### src/hdl/fit_policy_partition_allocator_top_macros.svh
// Assertion macros shared by the allocator RTL.
`ifndef FIT_POLICY_PARTITION_ALLOCATOR_TOP_MACROS_SVH
`define FIT_POLICY_PARTITION_ALLOCATOR_TOP_MACROS_SVH

// Same-cycle implication, checked on every rising clock outside reset.
`define FPPA_ASSERT_NOW(lbl, ante, cons, msg) \
   lbl: assert property (@(posedge clock) disable iff (reset) (ante) |-> (cons)) \
      else $error(msg);

// Next-cycle implication, checked on every rising clock outside reset.
`define FPPA_ASSERT_NEXT(lbl, ante, cons, msg) \
   lbl: assert property (@(posedge clock) disable iff (reset) (ante) |=> (cons)) \
      else $error(msg);

`endif

### src/hdl/fppa_pkg.sv
// Shared types, codes and defaults of the fit-policy partition allocator.
package fppa_pkg;

   localparam int MAX_BLOCKS_DEFAULT = 32;
   localparam int SIZE_WIDTH_DEFAULT = 16;

   localparam int INDEX_FIELD_WIDTH = 5;
   localparam int SIZE_FIELD_WIDTH  = 16;
   localparam int MODE_WIDTH        = 2;
   localparam int COUNT_WIDTH       = 6;
   localparam int CSR_INDEX_WIDTH   = 4;
   localparam int CSR_DATA_WIDTH    = 8;

   // fit modes; the unused code behaves as first fit
   localparam logic [MODE_WIDTH-1:0] MODE_FIRST = 2'd0;
   localparam logic [MODE_WIDTH-1:0] MODE_BEST  = 2'd1;
   localparam logic [MODE_WIDTH-1:0] MODE_WORST = 2'd2;

   localparam logic REQ_LOAD  = 1'b0;
   localparam logic REQ_ALLOC = 1'b1;

   localparam logic [CSR_INDEX_WIDTH-1:0] CSR_FIT_MODE    = 4'd0;
   localparam logic [CSR_INDEX_WIDTH-1:0] CSR_BLOCK_COUNT = 4'd1;

   typedef struct packed {
      logic [MODE_WIDTH-1:0]  fit_mode;
      logic [COUNT_WIDTH-1:0] block_count;
   } cfg_type;

   typedef struct packed {
      logic                         req_type;
      logic [INDEX_FIELD_WIDTH-1:0] block_index;
      logic [SIZE_FIELD_WIDTH-1:0]  size;
   } req_item_type;

   typedef struct packed {
      logic                         granted;
      logic [INDEX_FIELD_WIDTH-1:0] block_number;
      logic [SIZE_FIELD_WIDTH-1:0]  remaining;
   } rsp_item_type;

endpackage

### src/hdl/fppa_engine.sv
// Partition table memory and the sequential scan that picks a partition.
`include "fit_policy_partition_allocator_top_macros.svh"

module fppa_engine #(
   parameter int MAX_BLOCKS = fppa_pkg::MAX_BLOCKS_DEFAULT,
   parameter int SIZE_WIDTH = fppa_pkg::SIZE_WIDTH_DEFAULT
) (
   input  logic                   clock,
   input  logic                   reset,
   input  fppa_pkg::cfg_type      cfg,
   input  logic                   in_valid,
   output logic                   in_ready,
   input  fppa_pkg::req_item_type in_item,
   output logic                   out_valid,
   input  logic                   out_ready,
   output fppa_pkg::rsp_item_type out_item
);

   localparam int IW = (MAX_BLOCKS > 1) ? $clog2(MAX_BLOCKS) : 1;
   localparam int CW = $clog2(MAX_BLOCKS + 1);

   localparam logic [1:0] ST_IDLE = 2'd0;
   localparam logic [1:0] ST_SCAN = 2'd1;
   localparam logic [1:0] ST_DONE = 2'd2;

   logic [SIZE_WIDTH-1:0] free_sizes_ff [MAX_BLOCKS];
   logic [SIZE_WIDTH-1:0] rd_data_ff;

   logic [1:0]            state_ff, state_in;
   logic [IW-1:0]         cnt_ff, cnt_in;
   logic [CW-1:0]         limit_ff, limit_in;
   logic [SIZE_WIDTH-1:0] size_ff, size_in;
   logic                  found_ff, found_in;
   logic [IW-1:0]         pick_ff, pick_in;
   logic [SIZE_WIDTH-1:0] pick_size_ff, pick_size_in;

   logic                  accept;
   logic                  load_ok;
   logic                  is_best, is_worst, is_first;
   logic                  fits, last;
   logic [CW-1:0]         limit_now;
   logic [IW-1:0]         rd_addr;
   logic                  wr_en;
   logic [IW-1:0]         wr_addr;
   logic [SIZE_WIDTH-1:0] wr_data;
   logic [SIZE_WIDTH-1:0] left;

   assign in_ready = (state_ff == ST_IDLE);
   assign accept   = in_valid && in_ready;
   assign load_ok  = int'(in_item.block_index) < MAX_BLOCKS;

   assign is_best  = (cfg.fit_mode == fppa_pkg::MODE_BEST);
   assign is_worst = (cfg.fit_mode == fppa_pkg::MODE_WORST);
   assign is_first = !is_best && !is_worst;

   assign limit_now = (int'(cfg.block_count) > MAX_BLOCKS) ? CW'(MAX_BLOCKS)
                                                           : CW'(cfg.block_count);

   assign fits = (rd_data_ff >= size_ff);
   assign last = (CW'({1'b0, cnt_ff}) + CW'(1)) == limit_ff;
   assign left = pick_size_ff - size_ff;

   // read one entry ahead of the one being judged
   assign rd_addr = (state_ff == ST_SCAN) ? IW'({1'b0, cnt_ff} + (IW+1)'(1)) : '0;

   always_comb begin
      wr_en   = 1'b0;
      wr_addr = pick_ff;
      wr_data = left;
      if (accept && in_item.req_type == fppa_pkg::REQ_LOAD && load_ok) begin
         wr_en   = 1'b1;
         wr_addr = IW'(in_item.block_index);
         wr_data = SIZE_WIDTH'(in_item.size);
      end else if (state_ff == ST_DONE && out_ready && found_ff) begin
         wr_en = 1'b1;
      end
   end

   always_ff @(posedge clock) begin
      if (wr_en) begin
         free_sizes_ff[wr_addr] <= wr_data;
      end
      rd_data_ff <= free_sizes_ff[rd_addr];
   end

   always_comb begin
      state_in     = state_ff;
      cnt_in       = cnt_ff;
      limit_in     = limit_ff;
      size_in      = size_ff;
      found_in     = found_ff;
      pick_in      = pick_ff;
      pick_size_in = pick_size_ff;
      case (state_ff)
         ST_IDLE: begin
            if (accept && in_item.req_type == fppa_pkg::REQ_ALLOC) begin
               size_in  = SIZE_WIDTH'(in_item.size);
               limit_in = limit_now;
               cnt_in   = '0;
               found_in = 1'b0;
               pick_in  = '0;
               state_in = (limit_now == '0) ? ST_DONE : ST_SCAN;
            end
         end
         ST_SCAN: begin
            if (fits && !found_ff) begin
               found_in     = 1'b1;
               pick_in      = cnt_ff;
               pick_size_in = rd_data_ff;
            end else if (fits && is_best && rd_data_ff < pick_size_ff) begin
               pick_in      = cnt_ff;
               pick_size_in = rd_data_ff;
            end else if (fits && is_worst && rd_data_ff > pick_size_ff) begin
               pick_in      = cnt_ff;
               pick_size_in = rd_data_ff;
            end
            if (last || (fits && !found_ff && is_first)) begin
               state_in = ST_DONE;
            end else begin
               cnt_in = IW'({1'b0, cnt_ff} + (IW+1)'(1));
            end
         end
         ST_DONE: begin
            if (out_ready) begin
               state_in = ST_IDLE;
            end
         end
         default: begin
            state_in = ST_IDLE;
         end
      endcase
   end

   always_ff @(posedge clock) begin
      if (reset) begin
         state_ff <= ST_IDLE;
         found_ff <= 1'b0;
      end else begin
         state_ff <= state_in;
         found_ff <= found_in;
      end
      cnt_ff       <= cnt_in;
      limit_ff     <= limit_in;
      size_ff      <= size_in;
      pick_ff      <= pick_in;
      pick_size_ff <= pick_size_in;
   end

   assign out_valid             = (state_ff == ST_DONE);
   assign out_item.granted      = found_ff;
   assign out_item.block_number = found_ff ? fppa_pkg::INDEX_FIELD_WIDTH'(pick_ff) : '0;
   assign out_item.remaining    = found_ff ? fppa_pkg::SIZE_FIELD_WIDTH'(left) : '0;

   `FPPA_ASSERT_NOW(a_scan_in_range, state_ff == ST_SCAN,
      CW'({1'b0, cnt_ff}) < limit_ff, "scan index beyond partition count")
   `FPPA_ASSERT_NOW(a_pick_fits, state_ff == ST_SCAN && found_ff,
      pick_size_ff >= size_ff, "chosen partition smaller than request")
   `FPPA_ASSERT_NOW(a_pick_in_range, state_ff == ST_DONE && found_ff,
      CW'({1'b0, pick_ff}) < limit_ff, "chosen partition outside scanned range")
   `FPPA_ASSERT_NEXT(a_done_retires, state_ff == ST_DONE && out_ready,
      state_ff == ST_IDLE, "handed-over result did not retire the item")

endmodule

### src/hdl/fit_policy_partition_allocator_top.sv
// Top level of the fit-policy partition allocator: ports, registers, result stage.
//
// The block holds a table of free sizes for up to MAX_BLOCKS partitions in a
// synchronous RAM. A load item (req_tuser 0) writes one partition's size and
// yields no result. An allocate item (req_tuser 1) scans partitions
// 0 .. min(block_count, MAX_BLOCKS)-1 through the RAM's single read port,
// one entry per cycle, picks one by fit_mode (first, best or worst fit, ties
// to the lower index), subtracts the request and writes it back. First fit
// stops at its first hit; a zero block_count gives a not-granted result
// with no scan. A finished result sits in the output register so the next
// item can be taken while it waits. Load every partition in use before
// allocating; a partition never loaded reads back as an arbitrary size.
// Write the CSRs only while no item is in flight.
`include "fit_policy_partition_allocator_top_macros.svh"

module fit_policy_partition_allocator_top #(
   parameter int MAX_BLOCKS = fppa_pkg::MAX_BLOCKS_DEFAULT,
   parameter int SIZE_WIDTH = fppa_pkg::SIZE_WIDTH_DEFAULT
) (
   input  logic                                 clock,
   input  logic                                 reset,
   // request channel
   input  logic                                 req_tvalid,
   output logic                                 req_tready,
   input  logic [23:0]                          req_tdata,  // block_index, size, zero pad
   input  logic                                 req_tuser,  // req_type
   // result channel
   output logic                                 rsp_tvalid,
   input  logic                                 rsp_tready,
   output logic [23:0]                          rsp_tdata,  // block_number, remaining, zero pad
   output logic                                 rsp_tuser,  // granted
   // register write channel
   input  logic                                 csr_valid,
   output logic                                 csr_ready,
   input  logic [fppa_pkg::CSR_INDEX_WIDTH-1:0] csr_index,
   input  logic [fppa_pkg::CSR_DATA_WIDTH-1:0]  csr_data
);

   fppa_pkg::cfg_type      cfg_ff;
   fppa_pkg::req_item_type req_item;
   fppa_pkg::rsp_item_type eng_item;
   fppa_pkg::rsp_item_type rsp_item_ff;
   logic                   rsp_valid_ff;
   logic                   eng_valid;
   logic                   eng_ready;

   // Registers are always writable; writes to unknown indexes are dropped.
   assign csr_ready = 1'b1;

   always_ff @(posedge clock) begin
      if (reset) begin
         cfg_ff.fit_mode    <= fppa_pkg::MODE_FIRST;
         cfg_ff.block_count <= fppa_pkg::COUNT_WIDTH'(1);
      end else if (csr_valid && csr_ready) begin
         case (csr_index)
            fppa_pkg::CSR_FIT_MODE: begin
               cfg_ff.fit_mode <= csr_data[fppa_pkg::MODE_WIDTH-1:0];
            end
            fppa_pkg::CSR_BLOCK_COUNT: begin
               cfg_ff.block_count <= csr_data[fppa_pkg::COUNT_WIDTH-1:0];
            end
            default: begin
               cfg_ff <= cfg_ff;
            end
         endcase
      end
   end

   // Unpack the request item.
   assign req_item.req_type    = req_tuser;
   assign req_item.block_index = req_tdata[4:0];
   assign req_item.size        = req_tdata[20:5];

   fppa_engine #(
      .MAX_BLOCKS(MAX_BLOCKS),
      .SIZE_WIDTH(SIZE_WIDTH)
   ) u_engine (
      .clock    (clock),
      .reset    (reset),
      .cfg      (cfg_ff),
      .in_valid (req_tvalid),
      .in_ready (req_tready),
      .in_item  (req_item),
      .out_valid(eng_valid),
      .out_ready(eng_ready),
      .out_item (eng_item)
   );

   // Output register: take a new result when empty or being drained.
   assign eng_ready = !rsp_valid_ff || rsp_tready;

   always_ff @(posedge clock) begin
      if (reset) begin
         rsp_valid_ff <= 1'b0;
      end else if (eng_ready) begin
         rsp_valid_ff <= eng_valid;
      end
      if (eng_ready && eng_valid) begin
         rsp_item_ff <= eng_item;
      end
   end

   assign rsp_tvalid = rsp_valid_ff;
   assign rsp_tuser  = rsp_item_ff.granted;
   assign rsp_tdata  = {3'b000, rsp_item_ff.remaining, rsp_item_ff.block_number};

endmodule

### config.mk
export PLATFORM = sky130hd
export DESIGN_NAME = fit_policy_partition_allocator_top
export DESIGN_NICKNAME = d
export VERILOG_FILES = /design/src/hdl/fppa_pkg.sv /design/src/hdl/fppa_engine.sv /design/src/hdl/fit_policy_partition_allocator_top.sv
export VERILOG_INCLUDE_DIRS = /design/src /design/src/hdl
export SDC_FILE = /design/constraint.sdc
export NUM_CORES = 1
export LEC_CHECK = 0
export BUFFER_PORTS_ARGS = -buffer_cell sky130_fd_sc_hd__buf_2
export CAP_MARGIN = 20
export CORE_UTILIZATION = 56
export CTS_CLUSTER_SIZE = 24
export DETAILED_ROUTE_END_ITERATION = 6
export PLACE_DENSITY = 0.78
export SYNTH_ARGS = -nofsm -noshare
export SYNTH_HDL_FRONTEND = slang
export SYNTH_SLANG_ARGS = --single-unit
### constraint.sdc
create_clock -name clock -period 6.92 [get_ports clock]
set_input_delay 0.346 -clock clock [delete_from_list [all_inputs] [get_ports clock]]
set_output_delay 0.346 -clock clock [all_outputs]
set_load 0.005 [all_outputs]
==> run_results.csv, run 1 <==
group,metric,value,unit
run_status,result_of_the_run,"completed",
worst_setup_path,cpPeakStageDelay,0.68,ns
sta,rsz0062_at_grt,"no",
synth,synth.ff_latch_count,610,
drt,wire_per_inst,24.3,um
grt,largest_net_degree_at_the_start_of_global_routing,140,
sta,setup-violations-final,0,
clock_network,tritoncts.num_buffers,57,
synth,synth.lib_cells_used.distinct,72,
sta,fin_worst_skew,0.0294,ns
drt,routed-via-count,15800,
floorplanning,initial_utilization,0.568,
final_layout,area_growth_syn_to_layout,12.1,%
synth,synth.yosys.seq_area_share,0.702,
clock_network,clkLatencyLatePin,0.63,ns
clock_network,cts-hold-fix-buffers,21,
place,place.detailed.hpwl,35800,um
drt,routed_via_density,6.23,
final_layout,instances_no_fill,2531,
worst_setup_path,worstPathBufferInverterCount,4,
final_layout,register_area,0.0180,sq mm
drt,drt_first_iter_violations,1810,
final_layout,layout.cells.most_common,"sky130_fd_sc_hd__edfxtp_1",
grt,antenna_found_initial,0,
worst_setup_path,crit_arrival,4.64,ns
floorplanning,core_area,0.0453,sq mm
drt,drt-pass1-iter-count,5,
synth,ys.flop_type,"sky130_fd_sc_hd__edfxtp_1",
synth,synth.yosys.warnings,0,
sta,maxClockFrequency,241,MHz
drt,ant_nets,0,
place,numPortBuffers,60,
final_layout,drive_gt1_frac,0.148,
sta,slew-limit-headroom,0.185,
sta,finalCriticalPeriod,4.15,ns
synth,syn_area,0.0257,sq mm
worst_setup_path,critical_path.most_common_cell,"sky130_fd_sc_hd__buf_4",
final_layout,multi_input_comb_area,0.00701,sq mm
final_layout,layout.cells.most_common_list,"582 x sky130_fd_sc_hd__edfxtp_1, 213 x sky130_fd_sc_hd__nand2_1, 103 x sky130_fd_sc_hd__mux2i_1",
pwr,power.ir.vdd_worst,206,uV
grt,grt_pass1_wl,92100,um
worst_setup_path,cp-start-kind,"register",
place,gp_congestion,0.914,
job,drv.max_cap_violation_count,0,
clock_network,ctsRootBufferMaster,"sky130_fd_sc_hd__clkbuf_16",
floorplanning,die-area,0.0468,sq mm
worst_setup_path,worst-endpoint-required,7.41,ns
sta,hold_slack,0.0376,ns
synth,async_reset_ff_frac,0,
grt,via_count_of_the_first_global_routing_pass,15500,
clock_network,cts_num_sinks,610,
drt,postRouteWirelength,61600,um
worst_setup_path,cpLargestDelayFamily,"buffers and inverters",
hold_path,min_path_type,"input pin to register",
clock_network,tritoncts_clock_tree,"built",
synth,synth.avg_cell_area,14.4,sq um
final_layout,total_inserted_antenna_cells,0,
synth,edff_count_synth,582,
drt,drcViolationCount,0,
worst_setup_path,crit_chain,"buf_12, or3b_4, buf_4, inv_4, buf_4, a21oi_1, a22oi_1, a211oi_1, o31ai_1",
clock_network,h-tree-depth,2,
worst_setup_path,worst_path_cell_with_the_longest_stage_delay,"sky130_fd_sc_hd__a211oi_1",
floorplanning,rows,78,
floorplanning,die_w,216,um
synth,syn-instance-count,1783,
final_layout,filler_cells,3110,
floorplanning,dieHeight,216,um
worst_setup_path,timing.critical_path.to_type,"register",
worst_setup_path,timing.setup.critical_path_class,"register to register",
clock_network,post_cts_resize_count,0,
pwr,power.static_leakage,10.2,nW
grt,global_route.overflow_total,0,
clock_network,max-clock-path-buffers,3,
sta,hold_violation_total_from_the_final_report,0,
sta,final.setup.tns,0,ns
worst_setup_path,timing.critical_path.fanout_max,139,
pwr,post-layout-total-power,8.32,mW
pwr,power-per-cell-area,289,mW/mm^2
place,place.detailed.instances,2402,
clock_network,clk_transition_reported_paths,0.06,ns
sta,worst-slew-pin-transition,1.22,ns
floorplanning,top_level_port_count,70,
clock_network,post-cts-setup-buffer-count,0,
sta,final-max-slew-violation-count,0,
sta,min_period_over_period,0.600,
grt,grt_util_all_layers,0.264,
final_layout,design.final.nets,1981,
Yosys cell counts, types with 7 or more instances:
library cell | instances | share of area
sky130_fd_sc_hd__nor2_1 | 80 | 0.012
sky130_fd_sc_hd__xor2_1 | 10 | 0.0034
sky130_fd_sc_hd__o221ai_1 | 7 | 0.0024
sky130_fd_sc_hd__o21ai_0 | 76 | 0.015
sky130_fd_sc_hd__and3_1 | 8 | 0.0019
sky130_fd_sc_hd__a31oi_1 | 41 | 0.010
sky130_fd_sc_hd__inv_1 | 42 | 0.0061
sky130_fd_sc_hd__xnor2_1 | 7 | 0.0024
sky130_fd_sc_hd__a221o_1 | 11 | 0.0043
sky130_fd_sc_hd__nand2b_1 | 13 | 0.0032
sky130_fd_sc_hd__a21oi_1 | 94 | 0.018
sky130_fd_sc_hd__a211oi_1 | 19 | 0.0055
sky130_fd_sc_hd__mux2i_1 | 103 | 0.040
sky130_fd_sc_hd__clkbuf_1 | 38 | 0.0055
sky130_fd_sc_hd__dfxtp_1 | 28 | 0.022
sky130_fd_sc_hd__a21o_1 | 18 | 0.0053
sky130_fd_sc_hd__mux4_2 | 10 | 0.0088
sky130_fd_sc_hd__nor3_1 | 23 | 0.0045
sky130_fd_sc_hd__buf_2 | 33 | 0.0064
sky130_fd_sc_hd__edfxtp_1 | 582 | 0.68
sky130_fd_sc_hd__o21a_1 | 9 | 0.0026
sky130_fd_sc_hd__buf_6 | 8 | 0.0035
sky130_fd_sc_hd__nor2b_1 | 16 | 0.0039
sky130_fd_sc_hd__ha_1 | 50 | 0.024
sky130_fd_sc_hd__nand3_1 | 16 | 0.0031
sky130_fd_sc_hd__o31ai_1 | 10 | 0.0029
sky130_fd_sc_hd__mux2_2 | 33 | 0.014
sky130_fd_sc_hd__nand2_1 | 213 | 0.031
sky130_fd_sc_hd__and2_1 | 15 | 0.0037
sky130_fd_sc_hd__a221oi_1 | 16 | 0.0055
sky130_fd_sc_hd__a22oi_1 | 42 | 0.012
sky130_fd_sc_hd__o22ai_1 | 9 | 0.0022
sky130_fd_sc_hd__buf_4 | 15 | 0.0044
per-layer routing:
layer	GRT usage	vias up	wire length [um]
li1	-	7017	-
met1	0.349	7829	24300
met2	0.433	802	29800
met3	0.0438	127	5330
met4	0.114	0	2140
met5	0	-	0
cells by family after synthesis:
group	share of synthesized area
multiplexers	0.0633
AO/OA/AOI/OAI	0.100
adder cells (fa/ha/maj)	0.0255
XOR/XNOR	0.00706
buffers and inverters	0.0294
flip-flops	0.702
other	0.000292
AND/OR/NAND/NOR	0.0727
sequential cells by signal, summed over array words and instances (netlist names):
| register | flops |
|---|---|
| rsp_tdata | 21 |
| rsp_tuser | 1 |
| u_engine.limit_ff | 6 |
| cfg_ff | 8 |
| u_engine.pick_size_ff | 16 |
| u_engine.free_sizes_ff | 512 |
| u_engine.size_ff | 16 |
| u_engine.rd_data_ff | 16 |
| u_engine.pick_ff | 5 |
| u_engine.cnt_ff | 5 |
| rsp_tvalid | 1 |
| u_engine.state_ff | 2 |
| u_engine.found_ff | 1 |
per-stage QoR:
step	instance area, sq um	util	worst slack (ns)
floorplan	25700	-	3.29
global placement	26700	0.590	2.72
detailed placement	26700	0.590	2.68
CTS	28700	0.634	2.64
global route	28800	0.637	2.51
finish	28800	0.637	2.77
cell type report:
type                    instances  area share
multi-input cells            1029       0.243
well taps                     600      0.0260
clock buffers                  84      0.0581
clock inverters                18     0.00334
repair buffers                146      0.0379
inverters                      44     0.00590
flip-flops and latches        610       0.626
power by group:
part	total, mW	internal, mW	leakage (nW)	switching (mW)
combinational	1.02	0.340	3.85	0.681
clock	2.99	1.67	0.856	1.32
sequential	4.31	4.25	5.48	0.0571
worst paths after layout:
kind | slack [ns] | endpoint | depth (start not counted) | startpoint
hold reg to reg | 0.48 | u_engine.pick_size_ff[11]$_DFFE_PP_ | 0 | u_engine.rd_data_ff[11]$_DFF_P_
setup / recovery | 2.77 | u_engine.rd_data_ff[5]$_DFF_P_ | 9 | u_engine.cnt_ff[0]$_DFFE_PP_
hold / removal | 0.04 | cfg_ff[5]$_SDFFE_PP0P_ | 2 | reset
setup reg to reg | 2.77 | u_engine.rd_data_ff[5]$_DFF_P_ | 9 | u_engine.cnt_ff[0]$_DFFE_PP_
Note: power is estimated with default switching activity, not from simulation.
==> inputs of run 2 (changes only) <==
--- a/config.mk
+++ b/config.mk
@@ -6,6 +6,7 @@
 export SDC_FILE = /design/constraint.sdc
 export NUM_CORES = 1
 export LEC_CHECK = 0
+export ABC_AREA = 1
 export BUFFER_PORTS_ARGS = -buffer_cell sky130_fd_sc_hd__buf_2
 export CAP_MARGIN = 20
 export CORE_UTILIZATION = 56
==> constraint.sdc (replaced) <==
create_clock -name clock -period 4.1 [get_ports clock]
set_input_delay 0.205 -clock clock [delete_from_list [all_inputs] [get_ports clock]]
set_output_delay 0.205 -clock clock [all_outputs]
set_load 0.005 [all_outputs]
==> run 2 against run 1 <==
  * The flow now finishes with violations (design-rule violations)
  * Global-route usage hardly changed
  * Critical path depth grew 1
  * Clock power increased by 64%
  * Via count grew 9.5%
  * Critical endpoint is now u_engine.free_sizes_ff[28][13]$_DFFE_PP_
  * Hold slack better by 0.097 ns
==> run_results.csv, run 2 <==
group,metric,value,unit
run_status,result_of_the_run,"complete, but fails checks",
run_status,failing_checks,"design-rule violations",
synth,synth.yosys.warnings,0,
clock_network,ctsRootBufferMaster,"sky130_fd_sc_hd__clkbuf_16",
final_layout,filler_cells,3191,
synth,syn_area,0.0257,sq mm
floorplanning,die-area,0.0467,sq mm
grt,grt_util_all_layers,0.264,
synth,most_area_hungry_cell_type_in_the_yosys_netlist,"sky130_fd_sc_hd__edfxtp_1",
final_layout,final_standard_cell_utilization_of_the_core,0.636,
clock_network,cts_num_sinks,610,
sta,layout_setup_ws,1.17,ns
clock_network,tritoncts.num_buffers,57,
floorplanning,die_w,216,um
sta,hold_violation_total_from_the_final_report,0,
final_layout,largest_reg_flops,512,
grt,largest_net_degree_at_the_start_of_global_routing,113,
place,numPortBuffers,60,
drt,drt_first_iter_violations,2226,
job,drv.max_cap_violation_count,0,
worst_setup_path,cp-start-kind,"register",
sta,rsz0062_at_grt,"no",
final_layout,design.final.nets,2347,
hold_path,min_path_type,"input pin to register",
sta,worst-slew-pin-transition,1.09,ns
sta,hold_slack,0.134,ns
drt,postRouteWirelength,61400,um
grt,grt_pass1_wl,93200,um
grt,antenna_found_initial,1,
place,gp_congestion,0.872,
sta,maxClockFrequency,341,MHz
synth,synth.yosys.seq_area_share,0.702,
synth,ys.flop_type,"sky130_fd_sc_hd__edfxtp_1",
clock_network,clk_transition_reported_paths,0.06,ns
sta,slew-limit-headroom,0.275,
final_layout,postLayoutCellArea,0.0288,sq mm
hold_path,min-delay-start,"csr_index[1]",
synth,synthMostInstantiatedCell,"sky130_fd_sc_hd__edfxtp_1",
sta,min_period_over_period,0.715,
final_layout,instances_no_fill,2897,
sta,fin_worst_skew,0.0137,ns
drt,drt-pass1-iter-count,7,
drt,ant_nets,0,
synth,synth.lib_cells_used.distinct,42,
worst_setup_path,timing.setup.critical_path_class,"register to register",
clock_network,h-tree-depth,2,
sta,setup-violations-final,0,
place,place_worst_setup_slack,0.908,ns
pwr,post-layout-total-power,19.6,mW
worst_setup_path,critPathLaunch,"u_engine.pick_size_ff[4]$_DFFE_PP_",
sta,final-max-slew-violation-count,0,
place,place.detailed.instances,2764,
final_layout,layout.cells.most_common_list,"582 x sky130_fd_sc_hd__edfxtp_1, 437 x sky130_fd_sc_hd__nor2_1, 211 x sky130_fd_sc_hd__o21ai_0",
sta,finalCriticalPeriod,2.93,ns
worst_setup_path,rr_endpoint,"u_engine.free_sizes_ff[28][13]$_DFFE_PP_",
floorplanning,rows,78,
pwr,power.static_leakage,10.3,nW
clock_network,clkLatencyLatePin,0.61,ns
drt,drcViolationCount,1,
synth,edff_count_synth,582,
sta,final.setup.tns,0,ns
place,place.detailed.hpwl,34000,um
pwr,power.ir.vdd_worst,365,uV
final_layout,drive_gt1_frac,0.104,
synth,async_reset_ff_frac,0,
synth,ys_top_cells_by_count,"582 x sky130_fd_sc_hd__edfxtp_1, 437 x sky130_fd_sc_hd__nor2_1, 224 x sky130_fd_sc_hd__o21ai_0, 184 x sky130_fd_sc_hd__nand2_1, 131 x sky130_fd_sc_hd__nand3_1",
floorplanning,initial_utilization,0.567,
hold_path,hold-path-cell-count,4,
clock_network,tritoncts_clock_tree,"built",
final_layout,total_inserted_antenna_cells,0,
synth,syn-instance-count,2155,
place,post_dp_cell_area,0.0268,sq mm
worst_setup_path,worst-endpoint-required,4.43,ns
synth,synth_top_area_share,0.681,
floorplanning,dieHeight,216,um
worst_setup_path,timing.critical_path.fanout_max,18,
worst_setup_path,timing.reg2reg.worst_path_depth,10,
drt,routed_via_density,5.96,
floorplanning,core_area,0.0453,sq mm
synth,netlist_top_cells_area,"sky130_fd_sc_hd__edfxtp_1 68%, sky130_fd_sc_hd__nor2_1 6.4%, sky130_fd_sc_hd__o21ai_0 4.4%",
worst_setup_path,setup.reg_to_reg.worst_slack,1.17,ns
clock_network,max-clock-path-buffers,3,
drt,routed-via-count,17300,
grt,global_route.overflow_total,0,
grt,via_count_of_the_first_global_routing_pass,16700,
worst_setup_path,timing.critical_path.to_type,"register",
pwr,power-per-cell-area,682,mW/mm^2
clock_network,post_cts_resize_count,0,
worst_setup_path,critical_path_endpoint,"u_engine.free_sizes_ff[28][13]$_DFFE_PP_",
final_layout,area_growth_syn_to_layout,12.2,%
synth,synth.avg_cell_area,11.9,sq um
floorplanning,top_level_port_count,70,
drt,wire_per_inst,21.2,um
final_layout,top_register,"u_engine.free_sizes_ff",
worst_setup_path,reg2reg_from,"u_engine.pick_size_ff[4]$_DFFE_PP_",
synth,synth.ff_latch_count,610,
worst_setup_path,crit_arrival,3.26,ns
final_layout,layout.cells.most_common,"sky130_fd_sc_hd__edfxtp_1",
==> run 2: cell types whose count changed in the layout (fill, tap and decap cells not counted), sizes merged, moves of 27 or more <==
| cell | change |
|---|---|
| a22oi | -42 |
| a21oi | -45 |
| nand2 | -27 |
| o21ai | +192 |
| a31oi | -33 |
| mux2i | -103 |
| o211ai | +91 |
| mux2 | -33 |
| nor2 | +363 |
| inv | +73 |
| nand3 | +115 |
==> run 2: final cells by class <==
class / instances / area, sq um / share of cell area
Clock inverter: 16 / 139 / 0.00482
Clock buffer: 86 / 1550 / 0.0537
Sequential cell: 610 / 18000 / 0.626
Timing Repair Buffer: 156 / 1170 / 0.0405
Multi-Input combinational cell: 1311 / 6720 / 0.233
Inverter: 118 / 443 / 0.0154
Tap cell: 600 / 751 / 0.0261
==> run 2: worst min path at each step <==
stage                                           endpoint
after floorplan            u_engine.size_ff[0]$_DFFE_PP_
after global placement    u_engine.size_ff[11]$_DFFE_PP_
after detailed placement  u_engine.size_ff[14]$_DFFE_PP_
after CTS                         cfg_ff[6]$_SDFFE_PP0P_
after global routing              cfg_ff[3]$_SDFFE_PP0P_
final                             cfg_ff[3]$_SDFFE_PP0P_
==> run 2: cell families after synthesis <==
family                     Yosys count  synth area share
and+or+nand+nor                    791             0.127
AOI/OAI and AO/OA                  452             0.101
xor gates and xnor gates            13           0.00443
DFF                                610             0.702
other                                2          0.000292
adders and majority gates           51            0.0251
buffers and inverters              236            0.0392
==> run 2: timing repair <==
item / 4_1_cts / 5_1_grt
hold endpoints to repair: 26 / 0
hold buffers: 30 / 0
setup endpoints to repair: 0 / 0
buffers inserted: 0 / 0
==> run 2: critical path: stages (launching register included) <==
cell and delay, ns:
sky130_fd_sc_hd__edfxtp_1 0.43, sky130_fd_sc_hd__ha_1 0.38, sky130_fd_sc_hd__a21oi_1 0.23, sky130_fd_sc_hd__o21ai_0 0.10, sky130_fd_sc_hd__nand2_1 0.07, sky130_fd_sc_hd__nand3_1 0.14, sky130_fd_sc_hd__a21o_1 0.20, sky130_fd_sc_hd__or2_2 0.28
sky130_fd_sc_hd__nand3_1 0.11, sky130_fd_sc_hd__nand2_1 0.38, sky130_fd_sc_hd__buf_8 0.33
==> run 2: layer usage <==
| metal | track usage | vias up | part of all wire |
|---|---|---|---|
| li1 | - | 7893 | - |
| met1 | 0.348 | 8327 | 0.39 |
| met2 | 0.430 | 900 | 0.47 |
| met3 | 0.0400 | 151 | 0.092 |
| met4 | 0.129 | 2 | 0.042 |
| met5 | 0 | - | 0.00021 |
==> run 2: report_power, final <==
part	total (mW)	switching, mW	internal [mW]
logic	6.24	4.59	1.65
registers	8.51	0.216	8.29
clock network	4.90	2.18	2.72
